[src/sv/thtp_pkg.sv]
package thtp_pkg;

  localparam logic [7:0] SEP_CHAR       = 8'h5f;
  localparam logic [7:0] HEX_ALPHA_BASE = 8'd10;
  localparam int unsigned NIBBLE_BITS   = 4;

  localparam int unsigned ACC_W = 64;

  typedef struct packed {
    logic       cmd;
    logic [7:0] ch;
  } tok_req_t;

  typedef struct packed {
    logic             valid_res;
    logic [ACC_W-1:0] event_order;
    logic [ACC_W-1:0] membership_order;
    logic [ACC_W-1:0] stream_id;
  } res_req_t;

  typedef enum logic [1:0] {
    OP_DIGIT,
    OP_SEP,
    OP_BAD,
    OP_END
  } op_t;

  typedef struct packed {
    op_t                    op;
    logic [NIBBLE_BITS-1:0] digit;
  } cls_t;

endpackage

[src/sv/triple_hex_token_parser_top.sv]
// triple hex token parser
// tok channel: one request per token character (cmd = 0, byte in ch) or an
// end-of-token request (cmd = 1). character requests give no result; each
// end request gives one res request with valid_res and the three hex field
// values (all zero when the token is malformed, stream_id zero when the third
// field is missing or empty).
// a request is taken on a rising edge with valid high and stall low.
// throughput: one tok request per cycle while tok_stall stays low.
// path: an end request passes the input classify register, then the queue,
// then the accumulate and output register before it shows up on res.
// the front classifies into a small queue of QUEUE_DEPTH entries; the back
// updates the accumulators and owns the output register. when res is
// stalled the back keeps taking character requests until an end request
// reaches the head of the queue, which then waits there; tok stalls only
// once the queue and the classify register are full.
// reset clears the parse state, the queue and the output valid.
module triple_hex_token_parser_top #(
  parameter int unsigned QUEUE_DEPTH = 4
) (
  input  logic               clk,
  input  logic               rst,
  input  logic               tok_valid,
  output logic               tok_stall,
  input  thtp_pkg::tok_req_t tok,
  output logic               res_valid,
  input  logic               res_stall,
  output thtp_pkg::res_req_t res
);

  logic           push_valid;
  logic           push_ready;
  thtp_pkg::cls_t push_data;
  logic           pop_valid;
  logic           pop;
  thtp_pkg::cls_t pop_data;

  thtp_front u_front (
    .clk        (clk),
    .rst        (rst),
    .tok_valid  (tok_valid),
    .tok_stall  (tok_stall),
    .tok        (tok),
    .push_valid (push_valid),
    .push_ready (push_ready),
    .push_data  (push_data)
  );

  thtp_queue #(
    .DEPTH (QUEUE_DEPTH)
  ) u_queue (
    .clk        (clk),
    .rst        (rst),
    .push_valid (push_valid),
    .push_ready (push_ready),
    .push_data  (push_data),
    .pop_valid  (pop_valid),
    .pop        (pop),
    .pop_data   (pop_data)
  );

  thtp_back u_back (
    .clk       (clk),
    .rst       (rst),
    .ent_valid (pop_valid),
    .ent       (pop_data),
    .pop       (pop),
    .res_valid (res_valid),
    .res_stall (res_stall),
    .res       (res)
  );

endmodule

[src/sv/thtp_front.sv]
module thtp_front (
  input  logic               clk,
  input  logic               rst,
  input  logic               tok_valid,
  output logic               tok_stall,
  input  thtp_pkg::tok_req_t tok,
  output logic               push_valid,
  input  logic               push_ready,
  output thtp_pkg::cls_t     push_data
);

  logic           f_valid;
  thtp_pkg::cls_t f_cls;
  thtp_pkg::cls_t cls_next;
  logic           load;
  logic [7:0]     diff;

  // classify one request
  always_comb begin
    cls_next.op    = thtp_pkg::OP_BAD;
    cls_next.digit = '0;
    diff           = '0;
    if (tok.cmd) begin
      cls_next.op = thtp_pkg::OP_END;
    end else if (tok.ch == thtp_pkg::SEP_CHAR) begin
      cls_next.op = thtp_pkg::OP_SEP;
    end else if (tok.ch inside {[8'h30:8'h39]}) begin
      diff           = tok.ch - 8'h30;
      cls_next.op    = thtp_pkg::OP_DIGIT;
      cls_next.digit = diff[thtp_pkg::NIBBLE_BITS-1:0];
    end else if (tok.ch inside {[8'h61:8'h66]}) begin
      diff           = tok.ch - 8'h61 + thtp_pkg::HEX_ALPHA_BASE;
      cls_next.op    = thtp_pkg::OP_DIGIT;
      cls_next.digit = diff[thtp_pkg::NIBBLE_BITS-1:0];
    end else if (tok.ch inside {[8'h41:8'h46]}) begin
      diff           = tok.ch - 8'h41 + thtp_pkg::HEX_ALPHA_BASE;
      cls_next.op    = thtp_pkg::OP_DIGIT;
      cls_next.digit = diff[thtp_pkg::NIBBLE_BITS-1:0];
    end
  end

  assign load       = !f_valid || push_ready;
  assign tok_stall  = !load;
  assign push_valid = f_valid;
  assign push_data  = f_cls;

  always_ff @(posedge clk) begin
    if (rst) begin
      f_valid <= 1'b0;
    end else if (load) begin
      f_valid <= tok_valid;
    end
  end

  always_ff @(posedge clk) begin
    if (load && tok_valid) begin
      f_cls <= cls_next;
    end
  end

endmodule

[src/sv/thtp_queue.sv]
module thtp_queue #(
  parameter int unsigned DEPTH = 4
) (
  input  logic           clk,
  input  logic           rst,
  input  logic           push_valid,
  output logic           push_ready,
  input  thtp_pkg::cls_t push_data,
  output logic           pop_valid,
  input  logic           pop,
  output thtp_pkg::cls_t pop_data
);

  localparam int unsigned PTR_W = (DEPTH > 1) ? $clog2(DEPTH) : 1;
  localparam int unsigned CNT_W = $clog2(DEPTH + 1);

  thtp_pkg::cls_t   entries [DEPTH];
  logic [PTR_W-1:0] wr_ptr;
  logic [PTR_W-1:0] rd_ptr;
  logic [CNT_W-1:0] count;
  logic             do_push;
  logic             do_pop;

  assign push_ready = (count != CNT_W'(DEPTH));
  assign pop_valid  = (count != '0);
  assign pop_data   = entries[rd_ptr];
  assign do_push    = push_valid && push_ready;
  assign do_pop     = pop && pop_valid;

  always_ff @(posedge clk) begin
    if (rst) begin
      wr_ptr <= '0;
      rd_ptr <= '0;
      count  <= '0;
    end else begin
      if (do_push) begin
        wr_ptr <= (wr_ptr == PTR_W'(DEPTH - 1)) ? '0 : wr_ptr + 1'b1;
      end
      if (do_pop) begin
        rd_ptr <= (rd_ptr == PTR_W'(DEPTH - 1)) ? '0 : rd_ptr + 1'b1;
      end
      if (do_push && !do_pop) begin
        count <= count + 1'b1;
      end else if (!do_push && do_pop) begin
        count <= count - 1'b1;
      end
    end
  end

  always_ff @(posedge clk) begin
    if (do_push) begin
      entries[wr_ptr] <= push_data;
    end
  end

`ifndef SYNTHESIS
  a_count_bound: assert property (@(posedge clk) disable iff (rst)
    count <= CNT_W'(DEPTH))
    else $error("queue count beyond depth");

  a_count_up: assert property (@(posedge clk) disable iff (rst)
    (do_push && !do_pop) |=> (count == $past(count) + 1'b1))
    else $error("queue count missed a push");
`endif

endmodule

[src/sv/thtp_back.sv]
module thtp_back (
  input  logic               clk,
  input  logic               rst,
  input  logic               ent_valid,
  input  thtp_pkg::cls_t     ent,
  output logic               pop,
  output logic               res_valid,
  input  logic               res_stall,
  output thtp_pkg::res_req_t res
);

  localparam int unsigned W = thtp_pkg::ACC_W;

  logic [1:0]         fidx,  fidx_next;
  logic [W-1:0]       acc0,  acc0_next;
  logic [W-1:0]       acc1,  acc1_next;
  logic [W-1:0]       acc2,  acc2_next;
  logic               seen0, seen0_next;
  logic               seen1, seen1_next;
  logic               bad,   bad_next;
  logic               res_valid_next;
  thtp_pkg::res_req_t res_next;
  logic               is_end;
  logic               ok;
  logic [W-1:0]       sel_acc;
  logic [W-1:0]       pushed;

  assign is_end = (ent.op == thtp_pkg::OP_END);
  assign pop    = ent_valid && (!is_end || !res_valid || !res_stall);
  assign ok     = !bad && seen0 && seen1;

  always_comb begin
    case (fidx)
      2'd0:    sel_acc = acc0;
      2'd1:    sel_acc = acc1;
      default: sel_acc = acc2;
    endcase
    pushed = (sel_acc << thtp_pkg::NIBBLE_BITS) + W'(ent.digit);
  end

  always_comb begin
    fidx_next      = fidx;
    acc0_next      = acc0;
    acc1_next      = acc1;
    acc2_next      = acc2;
    seen0_next     = seen0;
    seen1_next     = seen1;
    bad_next       = bad;
    res_valid_next = res_valid && res_stall;
    res_next       = res;
    if (pop) begin
      case (ent.op)
        thtp_pkg::OP_DIGIT: begin
          case (fidx)
            2'd0: begin
              acc0_next  = pushed;
              seen0_next = 1'b1;
            end
            2'd1: begin
              acc1_next  = pushed;
              seen1_next = 1'b1;
            end
            2'd2: begin
              acc2_next = pushed;
            end
            default: begin
            end
          endcase
        end
        thtp_pkg::OP_SEP: begin
          if (fidx < 2'd2) begin
            fidx_next = fidx + 2'd1;
          end else begin
            bad_next = 1'b1;
          end
        end
        thtp_pkg::OP_BAD: begin
          bad_next = 1'b1;
        end
        thtp_pkg::OP_END: begin
          res_valid_next            = 1'b1;
          res_next.valid_res        = ok;
          res_next.event_order      = ok ? acc0 : '0;
          res_next.membership_order = ok ? acc1 : '0;
          res_next.stream_id        = ok ? acc2 : '0;
          fidx_next                 = '0;
          acc0_next                 = '0;
          acc1_next                 = '0;
          acc2_next                 = '0;
          seen0_next                = 1'b0;
          seen1_next                = 1'b0;
          bad_next                  = 1'b0;
        end
        default: begin
        end
      endcase
    end
  end

  always_ff @(posedge clk) begin
    if (rst) begin
      fidx      <= '0;
      acc0      <= '0;
      acc1      <= '0;
      acc2      <= '0;
      seen0     <= 1'b0;
      seen1     <= 1'b0;
      bad       <= 1'b0;
      res_valid <= 1'b0;
    end else begin
      fidx      <= fidx_next;
      acc0      <= acc0_next;
      acc1      <= acc1_next;
      acc2      <= acc2_next;
      seen0     <= seen0_next;
      seen1     <= seen1_next;
      bad       <= bad_next;
      res_valid <= res_valid_next;
    end
  end

  always_ff @(posedge clk) begin
    res <= res_next;
  end

`ifndef SYNTHESIS
  a_fidx_range: assert property (@(posedge clk) disable iff (rst)
    fidx != 2'd3)
    else $error("field index out of range");

  a_end_clears: assert property (@(posedge clk) disable iff (rst)
    (pop && is_end) |=> (fidx == '0 && !bad && !seen0 && !seen1))
    else $error("parse state not cleared after end");

  a_invalid_zero: assert property (@(posedge clk) disable iff (rst)
    (res_valid && !res.valid_res) |->
      (res.event_order == '0 && res.membership_order == '0 && res.stream_id == '0))
    else $error("invalid token carries nonzero fields");
`endif

endmodule

[config.mk]
export PLATFORM = sky130hd
export DESIGN_NAME = triple_hex_token_parser_top
export DESIGN_NICKNAME = d
export VERILOG_FILES = /design/src/sv/thtp_pkg.sv /design/src/sv/triple_hex_token_parser_top.sv /design/src/sv/thtp_front.sv /design/src/sv/thtp_queue.sv /design/src/sv/thtp_back.sv
export SDC_FILE = /design/constraint.sdc
export NUM_CORES = 1
export LEC_CHECK = 0
export ABC_AREA = 1
export BUFFER_PORTS_ARGS = -buffer_cell sky130_fd_sc_hd__buf_2
export CORE_MARGIN = 2
export CORE_UTILIZATION = 53
export CTS_CLUSTER_DIAMETER = 40
export CTS_CLUSTER_SIZE = 10
export DETAILED_ROUTE_END_ITERATION = 7
export PLACE_DENSITY = 0.76
export SLEW_MARGIN = 20
export SYNTH_ARGS = -nofsm -noshare
export SYNTH_HDL_FRONTEND = slang
export SYNTH_SLANG_ARGS = --single-unit
[constraint.sdc]
create_clock -name clk -period 5.6 [get_ports clk]
set_input_delay 0 -clock clk [delete_from_list [all_inputs] [get_ports clk]]
set_output_delay 0 -clock clk [all_outputs]
set_load 0.005 [all_outputs]
==> flow_summary_export.csv, run 1 <==
group,metric,value,unit
status,status,"completed",
routing,drtPass1Iterations,6,
job,max_cap_violations,0,
final_layout,multiInputGateArea,6130,sq um
clock_network,clkLatencyLatePin,0.57,ns
power,total_leakage_power,8.32,nW
placed_design,dp_hpwl,26700,um
sta,hold_viol,0,
power,power_density,642,nW/um^2
final_layout,finalNetCount,2342,
final_layout,final_cell_mix,"nor2_1 (615), nand2_1 (414), edfxtp_1 (223)",
clock_network,h-tree-depth,2,
clock_network,cts_buffers,55,
final_layout,nFillCells,2943,
routing,detail_route.vias_per_cell,5.42,
sta,rsz0062_at_grt,"no",
sta,setup_viol,0,
min_path,min_path_cells,5,
synthesis,syn-num-nets,2205,
global_route,grt_max_degree,133,
synthesis,yosys.cell_types.count,27,
routing,drtAntennaViolNets,0,
synthesis,synthCells,2178,
clock_network,hold_buffers,16,
final_layout,area_delta_synth_final,16.3,%
clock_network,cts_tree,"done",
worst_setup_path,cpPeakStageDelay,0.82,ns
routing,routed_wl,45700,um
global_route,grtUsageTotal,0.249,
final_layout,seqCellArea,10900,sq um
routing,drt_iter0_drc,1713,
synthesis,yosys-top-cells-area,"edfxtp_1 (36%), dfxtp_1 (22%), nor2_1 (12%)",
clock_network,clock_path_buffers,3,
sta,skew,0.0180,ns
die,die_w,191,um
worst_setup_path,crit_top_cell,"nand2_1",
sta,whs,0.0468,ns
synthesis,ys_seq_elements,431,
synthesis,synth_area,18600,sq um
power,p_total,0.0138,W
synthesis,yosysTopAreaCell,"edfxtp_1",
clock_network,root_buffer,"clkbuf_16",
die,fp-row-count,68,
clock_network,postCtsResizedCells,0,
synthesis,synth_warnings,0,
sta,maxSlewHeadroom,0.249,
global_route,grt_pass1_vias,14400,
worst_setup_path,end_kind,"flip-flop",
worst_setup_path,cp_cell_sequence,"inv_2, nand2_1, nand2_1, nand2_1, nand2_1, nand2_4, nand2_4, inv_2, nor2_4, buf_4, nor2_1, nor2_1",
clock_network,cts_setup_buffers,0,
die,initial_utilization,0.537,
worst_setup_path,worstSetupPathType,"reg2reg",
sta,fin_tns_setup,0,ns
power,ir_worst_vdd,0.000928,V
clock_network,cts.sinks,431,
worst_setup_path,reg2regPathDepth,12,
worst_setup_path,cp_max_fo,67,
worst_setup_path,start_kind,"flip-flop",
final_layout,final_layout_size_suffix_gt1_frac,0.134,
die,io_pins,208,
synthesis,avgSynthCellArea,8.52,sq um
die,die_h,191,um
worst_setup_path,crit_path_top_delay_cell,"nand2_4",
worst_setup_path,arrival,4.56,ns
final_layout,final_common_cell,"nor2_1",
routing,vias,15300,
die,core_area,34500,sq um
sta,finalMaxSlewViolations,0,
routing,post_drt_wl_per_cell,16.2,um
synthesis,yosysSeqAreaShare,0.585,
die,die_area,36500,sq um
clock_network,clk_pin_slew,0.05,ns
sta,min_period,4.07,ns
min_path,hp-class,"in2reg",
sta,fin_crit_sh,0.726,
global_route,antenna_found_initial,0,
placed_design,place.gp.congestion,0.836,
global_route,grt-ovfl-total,0,
global_route,grt_pass1_wl,73400,um
routing,drc,0,
final_layout,diodes,0,
sta,fmax,0.246,GHz
synthesis,synth_top_area_frac,0.361,
sta,max_slew.worst_pin.slew,1.13,ns
worst_setup_path,cp.required,6.09,ns
placed_design,place.port_buffers,207,
-- metal layers --
metal | GRT usage | up-vias | wire length [um]
met1 | 0.347 | 7176 | 20100
met3 | 0.0408 | 95 | 3290
met5 | 0 | - | 0
met4 | 0.0820 | 0 | 1020
met2 | 0.398 | 659 | 21300
li1 | - | 7328 | -
-- area by class of cell --
type,instances,share of cell area
clock buffer,95,0.0809
clock inverter,7,0.00325
inverter,228,0.0405
multi-input combinational,1363,0.284
sequential,431,0.503
tap,455,0.0264
timing repair buffer,236,0.0613
-- state kept, by name, summed over array words and instances (netlist names), 2 cells and up, named ones only --
name / flops
u_back.res: 193
u_queue.count: 3
u_back.acc0: 64
u_back.fidx: 2
u_back.acc1: 64
u_queue.entries: 24
u_queue.wr_ptr: 2
u_front.push_data: 6
u_queue.rd_ptr: 2
u_back.acc2: 64
-- power by group --
part	leakage (nW)	switching (W)	internal [W]
registers	3.82	0.000636	0.00466
logic	3.62	0.00355	0.00155
clock network	0.880	0.00130	0.00215
-- worst max-delay path: cells and delay by family, from the launching register on --
kind	cells	cell delay [ns]
buffers and inverters	3	0.74
AND/OR/NAND/NOR	9	2.78
flip-flops	1	0.42
-- synthesized netlist by cell type --
library cell and number:
nor2_1 615, nand2_1 419, edfxtp_1 223, inv_1 223, dfxtp_1 208, nand4_1 198, clkbuf_1 63, o211ai_1 60
buf_2 39, buf_1 27, buf_4 20, o21ai_0 19, a21oi_1 13, ha_1 13, nand3_1 13, buf_6 7
inv_2 5, nor2_4 2, nor3_1 2, xor2_1 2, a211oi_1 1, fa_1 1, nand2_4 1, nand3_2 1
nor2_2 1, o21bai_1 1, o22ai_1 1
-- through the flow --
step	util	cell area (sq um)	instances	setup WS, ns
after floorplan	-	18600	2178	0.235
after global placement	0.567	19600	2697	1.78
after detailed placement	0.567	19600	2697	1.58
after CTS	0.624	21600	2815	1.56
after global routing	0.625	21600	2815	1.15
final	0.625	21600	2815	1.53
-- kinds of logic (layout without fill, tap and decap cells) --
| group | count (synthesis) | in the layout | synth area share |
|---|---|---|---|
| fa+ha+maj | 14 | 14 | 0.00985 |
| compound gates | 95 | 95 | 0.0341 |
| buf+inv | 384 | 566 | 0.0872 |
| flops | 431 | 431 | 0.585 |
| xor+xnor | 2 | 2 | 0.000944 |
| simple gates | 1252 | 1252 | 0.283 |
-- path summary, 6_finish.rpt --
path | start | endpoint | slack, ns
worst max-delay path | flip-flop | u_back.acc2[39] | 1.53
worst min-delay path | tok[6] | u_front.push_data[0] | 0.05
worst max register to register | flip-flop | u_back.acc2[39] | 1.53
worst min register to register | u_back.bad | u_back.bad | 0.46
No activity file was read; power rests on OpenSTA's default activity.
==> run 2, diff against run 1 <==
--- a/config.mk
+++ b/config.mk
@@ -8,7 +8,7 @@
 export ABC_AREA = 1
 export BUFFER_PORTS_ARGS = -buffer_cell sky130_fd_sc_hd__buf_2
 export CORE_MARGIN = 2
-export CORE_UTILIZATION = 53
+export CORE_UTILIZATION = 55
 export CTS_CLUSTER_DIAMETER = 40
 export CTS_CLUSTER_SIZE = 10
 export DETAILED_ROUTE_END_ITERATION = 7
==> constraint.sdc (replaced) <==
create_clock -name clk -period 4.2 [get_ports clk]
set_input_delay 0 -clock clk [delete_from_list [all_inputs] [get_ports clk]]
set_output_delay 0 -clock clk [all_outputs]
set_load 0.005 [all_outputs]
==> run 2 against run 1 <==
Wire length fell by 0.57%. Core utilization is 2.0 points higher. Sequential cell count unchanged. Setup slack worse by 0.60 ns. Critical path depth rose by 1. Combinational power increased by 36%. Clock power rose by 25%. Global-route usage is 0.68 points higher. Clock-buffer cell count is 5 lower. Non-clock buffer count is 5 higher. Critical path type unchanged.
==> flow_summary_export.csv, run 2 (synthesis results as in run 1) <==
group,metric,value,unit
status,status,"completed",
sta,finalMaxSlewViolations,0,
worst_setup_path,arrival,3.71,ns
worst_setup_path,end_kind,"flip-flop",
final_layout,diodes,0,
routing,drt_iter0_drc,1707,
clock_network,cts_setup_buffers,0,
final_layout,fin_util,0.645,
clock_network,clk_pin_slew,0.05,ns
die,fp-row-count,67,
final_layout,final_common_cell,"nor2_1",
global_route,antenna_found_initial,0,
final_layout,top_register,"u_back.res",
sta,max_slew.worst_pin.slew,1.14,ns
worst_setup_path,cp_max_fo,58,
power,p_total,0.0183,W
sta,setup_viol,0,
final_layout,final_layout_size_suffix_gt1_frac,0.136,
worst_setup_path,start_kind,"flip-flop",
clock_network,clkLatencyLatePin,0.56,ns
placed_design,dp_hpwl,26400,um
placed_design,place.port_buffers,207,
die,core_area,33400,sq um
sta,maxSlewHeadroom,0.239,
global_route,grt_max_degree,159,
clock_network,clock_path_buffers,3,
global_route,grt_pass1_vias,14400,
routing,detail_route.vias_per_cell,5.45,
routing,drtPass1Iterations,6,
sta,whs,0.0456,ns
routing,drtAntennaViolNets,0,
sta,min_period,3.27,ns
clock_network,hold_buffers,13,
worst_setup_path,worstSetupPathType,"reg2reg",
power,total_leakage_power,8.28,nW
die,die_w,188,um
global_route,grt_pass1_wl,73900,um
worst_setup_path,cp.required,4.64,ns
sta,fin_crit_sh,0.779,
sta,skew,0.0118,ns
min_path,hp-class,"in2reg",
min_path,hp-start,"tok[6]",
job,max_cap_violations,0,
routing,post_drt_wl_per_cell,16.2,um
placed_design,place.gp.congestion,0.844,
die,die_area,35200,sq um
final_layout,final_cell_mix,"nor2_1 (615), nand2_1 (413), edfxtp_1 (223)",
sta,fin_tns_setup,0,ns
min_path,min_path_cells,5,
die,initial_utilization,0.556,
min_path,hold_path_end,"u_front.push_data[4]",
final_layout,area_delta_synth_final,15.9,%
sta,fmax,0.306,GHz
clock_network,postCtsResizedCells,0,
clock_network,root_buffer,"clkbuf_16",
sta,rsz0062_at_grt,"no",
global_route,grtUsageTotal,0.256,
die,io_pins,208,
routing,vias,15300,
final_layout,finalNetCount,2346,
worst_setup_path,reg2regPathDepth,13,
power,ir_worst_vdd,0.000560,V
final_layout,final_area,21500,sq um
clock_network,cts_buffers,54,
clock_network,cts.sinks,431,
global_route,grt-ovfl-total,0,
die,die_h,188,um
placed_design,post_dp_cell_area,19700,sq um
clock_network,h-tree-depth,2,
routing,routed_wl,45400,um
clock_network,cts_tree,"done",
final_layout,nFillCells,2766,
final_layout,largest_reg_flops,193,
sta,hold_viol,0,
routing,drc,0,
worst_setup_path,reg2reg_to,"u_queue.count[2]",
worst_setup_path,ff2ff_setup_slack,0.93,ns
power,power_density,850,nW/um^2
-- run 2: cell types whose count changed in the layout (fill, tap and decap cells not counted), moves of 3 or more --
cell and change:
buf_4 +8, clkbuf_16 -6, clkbuf_1 +5, clkbuf_8 -4
dlygate4sd3_1 -3
-- run 2: layout make-up --
class / count / area [sq um] / area share
flip-flops and latches: 431 / 10900 / 0.505
clock inverters: 11 / 118 / 0.00547
repair buffers: 241 / 1360 / 0.0633
multi-input cells: 1363 / 6170 / 0.287
well taps: 448 / 561 / 0.0261
clock buffers: 90 / 1560 / 0.0725
inverters: 228 / 875 / 0.0407
-- run 2: worst max-delay path, cell delays in order, from the launching register on --
cell     delay (ns)
dfxtp_1        0.58
nand2_1        0.15
nand2_1        0.11
nand2_1        0.06
nand2_1        0.20
nand3_4        0.52
nand2_4        0.38
ha_1           0.19
inv_1          0.07
fa_1           0.39
a21oi_1        0.15
o21ai_0        0.11
o21ai_0        0.16
a21oi_1        0.06
-- run 2: report_power, final --
part           internal (W)  switching (W)  leakage [nW]
Sequential          0.00620       0.000833          3.82
Combinational       0.00213        0.00480          3.66
Clock               0.00264        0.00168         0.805
Total                0.0110        0.00732          8.28
-- run 2: per-stage QoR --
step,setup slack (ns),cells
4_1_cts,0.986,2812
5_1_grt,0.579,2812
3_5_place_dp,1.00,2698
3_3_place_gp,1.13,2698
2_1_floorplan,0.00867,2178
6_report,0.929,2812
-- run 2: how the worst max path moves through the flow --
stage / to / startpoint / slack, ns
6_report: u_queue.count[2] / flip-flop / 0.93
3_3_place_gp: u_queue.count[2] / flip-flop / 1.13
2_1_floorplan: u_back.res[0] / flip-flop / 0.009
5_1_grt: u_queue.count[2] / flip-flop / 0.58
4_1_cts: u_queue.count[2] / flip-flop / 0.99
3_5_place_dp: u_queue.count[2] / flip-flop / 1.00
-- run 2: routing by layer --
metal	part of all wire	vias up	global-route usage
li1	-	7341	-
met2	0.46	713	0.409
met1	0.43	7173	0.355
met3	0.083	111	0.0457
met5	0	-	0
met4	0.029	0	0.0848
